===== config.mk =====
export PLATFORM = sky130hd
export DESIGN_NAME = gfpc_step
export DESIGN_NICKNAME = d
export VERILOG_FILES = /design/src/design/gfpc_pkg.sv /design/src/design/gfpc_step.sv
export SDC_FILE = /design/constraint.sdc
export NUM_CORES = 1
export LEC_CHECK = 0
export BUFFER_PORTS_ARGS = -buffer_cell sky130_fd_sc_hd__buf_2
export CORE_MARGIN = 2
export CORE_UTILIZATION = 43
export DETAILED_ROUTE_END_ITERATION = 10
export PLACE_DENSITY_LB_ADDON = 0.08
export SLEW_MARGIN = 20
export SYNTH_ARGS = -nofsm -noshare
export SYNTH_HDL_FRONTEND = slang
export SYNTH_SLANG_ARGS = --single-unit

===== constraint.sdc =====
create_clock -name vclk -period 2.9
set_input_delay 0 -clock vclk [all_inputs]
set_output_delay 0 -clock vclk [all_outputs]
set_load 0.03 [all_outputs]

===== src/design/gfpc_pkg.sv =====
package gfpc_pkg;

  localparam int SampleBitsDef = 16;
  localparam int SampleW       = 16;
  localparam int CountW        = 16;
  localparam int CreditW       = 8;
  localparam int CfgIdxW       = 3;
  localparam int CfgDataW      = 16;

  localparam logic [CountW-1:0] BottleLimit = 16'd700;
  localparam logic [CountW-1:0] CountMax    = '1;

  localparam logic [CfgIdxW-1:0] CfgLowLevel   = 3'd0;
  localparam logic [CfgIdxW-1:0] CfgClearLevel = 3'd1;
  localparam logic [CfgIdxW-1:0] CfgLeakLevel  = 3'd2;
  localparam logic [CfgIdxW-1:0] CfgTarget     = 3'd3;
  localparam logic [CfgIdxW-1:0] CfgCoolantMin = 3'd4;
  localparam logic [CfgIdxW-1:0] CfgPulseTicks = 3'd5;
  localparam logic [CfgIdxW-1:0] CfgPulseMax   = 3'd6;

  localparam logic [CountW-1:0]  PulseTicksRst = 16'd500;
  localparam logic [CreditW-1:0] PulseMaxRst   = 8'd10;

  typedef enum logic [1:0] {
    OpTick      = 2'd0,
    OpLowOvr    = 2'd1,
    OpLimitOvr  = 2'd2,
    OpLoadBottle = 2'd3
  } op_e;

  typedef enum logic [1:0] {
    ModeIdle    = 2'd0,
    ModePumping = 2'd1,
    ModePause   = 2'd2,
    ModeLockout = 2'd3
  } mode_e;

  typedef struct packed {
    op_e                op;
    logic [SampleW-1:0] pressure;
    logic [SampleW-1:0] coolant_temp;
    logic [CountW-1:0]  bottle_value;
  } gfpc_in_t;

  typedef struct packed {
    logic               relay_closed;
    logic               pressure_fault;
    mode_e              mode;
    logic [CountW-1:0]  pulses_done;
    logic [CountW-1:0]  bottle_left;
    logic [CreditW-1:0] override_credits;
  } gfpc_out_t;

  typedef struct packed {
    logic [CfgIdxW-1:0]  index;
    logic [CfgDataW-1:0] wdata;
  } gfpc_cfg_t;

  typedef struct packed {
    logic [SampleW-1:0] low_level;
    logic [SampleW-1:0] clear_level;
    logic [SampleW-1:0] leak_level;
    logic [SampleW-1:0] target;
    logic [SampleW-1:0] coolant_min;
    logic [CountW-1:0]  pulse_ticks;
    logic [CreditW-1:0] pulse_max;
  } gfpc_regs_t;

  typedef struct packed {
    mode_e              mode;
    logic [CountW-1:0]  ticks;
    logic               fault;
    logic               relay;
    logic [CountW-1:0]  pulses;
    logic [CountW-1:0]  bottles;
    logic [CreditW-1:0] credits;
    logic               limit_ovr;
  } gfpc_state_t;

endpackage


===== src/design/gfpc_step.sv =====
module gfpc_step
  import gfpc_pkg::*;
#(
  parameter int SampleBits = SampleBitsDef
) (
  input  gfpc_in_t    item_i,
  input  gfpc_regs_t  regs_i,
  input  gfpc_state_t state_i,
  output gfpc_state_t state_o
);

  localparam int SmplW = (SampleBits < SampleW) ? SampleBits : SampleW;

  logic [SampleW-1:0] p, t;
  logic               warm;
  logic [CountW-1:0]  ticks_inc;
  logic [CountW-1:0]  pulses_inc;

  assign p          = SampleW'(item_i.pressure[SmplW-1:0]);
  assign t          = SampleW'(item_i.coolant_temp[SmplW-1:0]);
  assign warm       = t >= regs_i.coolant_min;
  assign ticks_inc  = (state_i.ticks == CountMax) ? CountMax : state_i.ticks + 1'b1;
  assign pulses_inc = (state_i.pulses == CountMax) ? CountMax : state_i.pulses + 1'b1;

  always_comb begin
    state_o = state_i;
    case (item_i.op)
      OpTick: begin
        if (warm) begin
          if (p < regs_i.low_level) begin
            state_o.fault = 1'b1;
          end else if (p >= regs_i.clear_level) begin
            state_o.fault = 1'b0;
          end
        end
        case (state_i.mode)
          ModeIdle: begin
            state_o.relay = 1'b0;
            if (warm) begin
              if (p < regs_i.clear_level &&
                  (p > regs_i.leak_level || state_i.credits != '0)) begin
                state_o.mode = ModePumping;
              end else begin
                state_o.ticks = '0;
              end
            end
          end
          ModePumping: begin
            state_o.relay = 1'b1;
            state_o.ticks = ticks_inc;
            if (ticks_inc >= regs_i.pulse_ticks) begin
              state_o.mode   = ModePause;
              state_o.ticks  = '0;
              state_o.pulses = pulses_inc;
              if (state_i.bottles != '0 && state_i.bottles < BottleLimit) begin
                state_o.bottles = state_i.bottles - 1'b1;
              end else begin
                state_o.bottles = '0;
              end
              if (state_i.credits != '0) begin
                state_o.credits = state_i.credits - 1'b1;
              end
            end
          end
          ModePause: begin
            state_o.relay = 1'b0;
            state_o.ticks = ticks_inc;
            if (state_i.pulses >= CountW'(regs_i.pulse_max)) begin
              state_o.mode = (p >= regs_i.clear_level) ? ModeIdle : ModeLockout;
            end else if (p >= regs_i.target) begin
              state_o.mode = ModeIdle;
            end else if (ticks_inc > regs_i.pulse_ticks) begin
              state_o.ticks = '0;
              state_o.mode  = (p < regs_i.leak_level) ? ModeIdle : ModePumping;
            end
          end
          default: begin
            state_o.relay = 1'b0;
            if (state_i.limit_ovr) begin
              state_o.mode      = ModeIdle;
              state_o.pulses    = '0;
              state_o.limit_ovr = 1'b0;
            end
          end
        endcase
      end
      OpLowOvr: begin
        state_o.credits = regs_i.pulse_max;
        state_o.pulses  = '0;
      end
      OpLimitOvr: begin
        state_o.limit_ovr = 1'b1;
      end
      default: begin
        state_o.bottles = item_i.bottle_value;
      end
    endcase
  end

endmodule


Yosys cells after proc, flatten, opt, wreduce, memory -nomap -nowiden
Index checks and enable logic that the tools add are counted.
- input port bits: 215
- logic and storage cells: 63
- output and inout bits: 61
- register bits after elaboration: 0
- order comparisons: 11
- add/sub/neg operators: 4
- multiplexer cells: 32
- equal/unequal tests: 6
- reduce and logical (&&, ||, !) cells: 10
- operators by type and width (cell ; count):
    $mux W16 ; 7
    $pmux W16 S2 ; 3
    $ge A16 B16 Y1 ; 4
    $mux W18 ; 3
    $lt A16 B16 Y1 ; 3
    $pmux W16 S3 ; 1
    $mux W40 ; 1
    $add A16 B1 Y16 const B ; 2
    $eq A16 B16 Y1 const B ; 2
    $gt A16 B16 Y1 ; 2
    $mux W24 ; 1
    $mux W20 ; 1
    $ge A16 B8 Y1 ; 1
    $lt A16 B10 Y1 const B ; 1
    $pmux W8 S2 ; 1
    $reduce_bool A16 Y1 ; 1
    $sub A16 B1 Y16 const B ; 1
    $mux W2 ; 5
    $mux W8 ; 1
    $reduce_bool A8 Y1 ; 1
    $sub A8 B1 Y8 const B ; 1
    $mux W1 ; 6
    $pmux W2 S3 ; 1
    $eq A2 B1 Y1 const B ; 2
    7 further kinds ; 11

Depth between registers and ports, before layout
- depth in word-level cells: 8
- gate-level depth with buffers: 16
- depth with buffers taken out: 14

Worst setup path after synthesis
Ideal clock, no wire load.
- path type: input -> output
- from: input port state_i[43] in the netlist's numbering
- to: output port state_o[9] in the netlist's numbering
- path buffers: 3
- setup slack: -0.858 ns
- arrival: 3.758 ns
- required time: 2.900 ns
- cell stages on the path: 16
- path through: ha_1 > and3_1 > and2_0 > nand3_1 > clkbuf_1 > nand2_1 > ha_1 > a21o_1 > a21o_1 > a2111o_1 > a311o_2 > buf_6 > buf_6 > o21ai_2 > a21oi_1 > o31ai_1
- RTL lines (what ; RTL line ; text):
    start: declaration ; gfpc_step.sv:8 ; input gfpc_state_t state_i,
    end: declaration ; gfpc_step.sv:9 ; output gfpc_state_t state_o

==> summary.md <==
| Metric | Value |
|---|---|
| Met2 Track Usage GR | `0.550` |
| Residual DRC count | `0` |
| RD Place Congestion | `0.927` |
| Synthesis Warnings | `0` |
| Antenna violations before repair | `0` |
| Synth cell types | `77` |
| Final ANT Viol Nets | `0` |
| First-pass GRT wire length | `31.5 mm` |
| Final WL | `20.2 mm` |
| WL/cell | `16.0 µm` |
| CP Capture Type | `primary output` |
| Via density | `5.69` |
| Die Y | `112 µm` |
| # clk buffers | `0` |
| Die X | `112 µm` |
| GR Util met3 | `0.0259` |
| Final Net Count | `1,448` |
| Slew headroom | `0.315` |
| Post-Synthesis Cell Area | `5020 µm²` |
| CP required | `2900 ps` |
| Worst IR drop on VDD | `0.122 mV` |
| Worst Hold Depth | `4` |
| Final core utilization | `0.785` |
| Leak | `0.00456 µW` |
| Hold endpoint | `state_o[11]` |
| Sequential area share after synthesis | `0` |
| Most used routing layer | `met2` |
| Global Route Usage Sum | `0.291` |
| Slew @ Worst Pin | `1000 ps` |
| Die footprint | `12,500 µm²` |
| Port bufs | `276` |
| Grt met1 use | `0.360` |
| Final Hold Violating Endpoints | `0` |
| RSZ-0062 raised after global routing | `true` |
| Tcrit/Tclk final | `1.21` |
| Pwr/cell area | `171 nW/µm²` |
| Seq cells | `0` |
| Final Slew Violations | `0` |
| Crit start category | `input port` |
| Fmax | `286 MHz` |
| Worst hold margin | `340 ps` |
| Syn_nets | `1,081` |
| Status | `finished, violations left` |
| Boundary pin count | `276` |
| Area grow syn2layout | `78.7%` |
| Total Neg Setup Slack | `-27,650 ps` |
| Hpwl dp | `15.2 mm` |
| Setup slack after layout | `-596 ps` |
| Worst hold path type | `input port to primary output` |
| Critical path class | `input port to primary output` |
| Commonest non-fill, non-tap cell in the layout | `buf_2` |
| Pre-CTS WS | `-718 ps` |
| Hold_sp | `item_i[2]` |
| Starting Density | `0.439` |
| 1st-iter DRT viols | `441` |
| Final global-route overflow total | `0` |
| Avg Inst Size Synth | `6.65 µm²` |
| Core Region | `11,400 µm²` |
| Max-Cap Viols | `0` |
| DR pass1 iterations | `5` |
| Via total after detailed routing | `7,177` |
| Largest net degree at the start of global routing | `22` |
| CP arrival | `3500 ps` |
| Reg area | `0 µm²` |
| Diode count | `0` |
| Failing checks | `negative setup slack` |
| Commonest non-fill, non-tap cells in the layout | `buf_2, inv_1, ha_1` |
| Vias in the first global route | `6,820` |
| Mapped Cells | `754` |
| Min Tclk post-route | `3500 ps` |
| Layout cells sized above 1 | `0.486` |
| Rows | `39` |
| # setup viols final | `58` |
| CP Max Fanout | `6` |
==> power breakdown <==
group          total [µW]  leakage [µW]  internal (µW)  switching (µW)
Combinational        1530       0.00456            715             817
Clock                   0             0              0               0
Sequential              0             0              0               0
==> synthesized netlist by cell type (all sizes together) (4+ instances only) <==
library cell	instances	area share
inv	123	0.092
ha	112	0.28
nand2	74	0.055
a21oi	67	0.068
o21ai	43	0.049
nor2	37	0.028
nand3	26	0.026
nand4	23	0.029
nor3	17	0.017
a21o	15	0.022
o211ai	15	0.025
a22o	13	0.023
buf	13	0.016
a31oi	12	0.015
clkbuf	12	0.0090
and3	11	0.014
a211oi	9	0.013
nand2b	8	0.010
xor2	8	0.014
a311oi	7	0.012
a41oi	7	0.012
and4	7	0.012
and2	6	0.0075
nor2b	6	0.0075
nor4	5	0.0075
o31ai	5	0.0075
o221a	4	0.0090
==> cell type report <==
type | count | area, µm²
tap | 143 | 179
fill | 843 | 2450
inverter | 124 | 465
multi-input combinational | 607 | 5560
timing repair buffer | 388 | 2760
==> worst max path at each step <==
stage	start	end	slack [ps]	cells after the start
floorplan	state_i[45]	state_o[16]	-320	15
global placement	state_i[45]	state_o[20]	-660	16
detailed placement	state_i[45]	state_o[20]	-720	16
CTS	state_i[45]	state_o[15]	-460	16
global route	state_i[50]	state_o[45]	-660	18
finish	state_i[50]	state_o[15]	-600	17
==> worst max-delay path, cell delays in order <==
cell and delay, ps:
buf_2 100, and3_4 200, and3_4 190, and2_4 190, nand3_4 80, mux2_4 320
ha_4 220, nand4_1 120, buf_4 160, nor3_2 50, a2111o_1 340, a311o_2 500
buf_12 190, o211ai_4 270, o211ai_1 230, a2bb2oi_4 190, buf_6 140
==> metrics by stage <==
stage / instances / cell area [µm²] / total power [µW]
finish: 1262 / 8960 / 1530
global route: 1262 / 8960 / 1660
CTS: 1249 / 8410 / 1420
detailed placement: 1223 / 7590 / 1240
global placement: 1223 / 7590 / 1230
floorplan: 754 / 5590 / 768
==> layer usage <==
metal / vias up / wire length, µm / part of all wire
li1: 3526 / - / -
met1: 3322 / 8240 / 0.41
met2: 296 / 10400 / 0.51
met3: 33 / 1170 / 0.058
met4: 0 / 407 / 0.020
met5: - / 0 / 0
==> logic make-up after synthesis <==
logic type	synth area share
AND/OR/NAND/NOR	0.240
buffers and inverters	0.118
AO/OA/AOI/OAI	0.342
multiplexers	0.00224
XOR/XNOR	0.0192
adder cells (fa/ha/maj)	0.279
==> what timing repair did <==
item / 4_1_cts / 5_1_grt
hold buffers: 0 / 0
pin swaps: 35 / 48
setup endpoints to repair: 58 / 58
cloned: 3 / 0
setup buffers: 25 / 17
gates resized for setup: 158 / 108
Note: power is estimated with default switching activity, not from simulation.
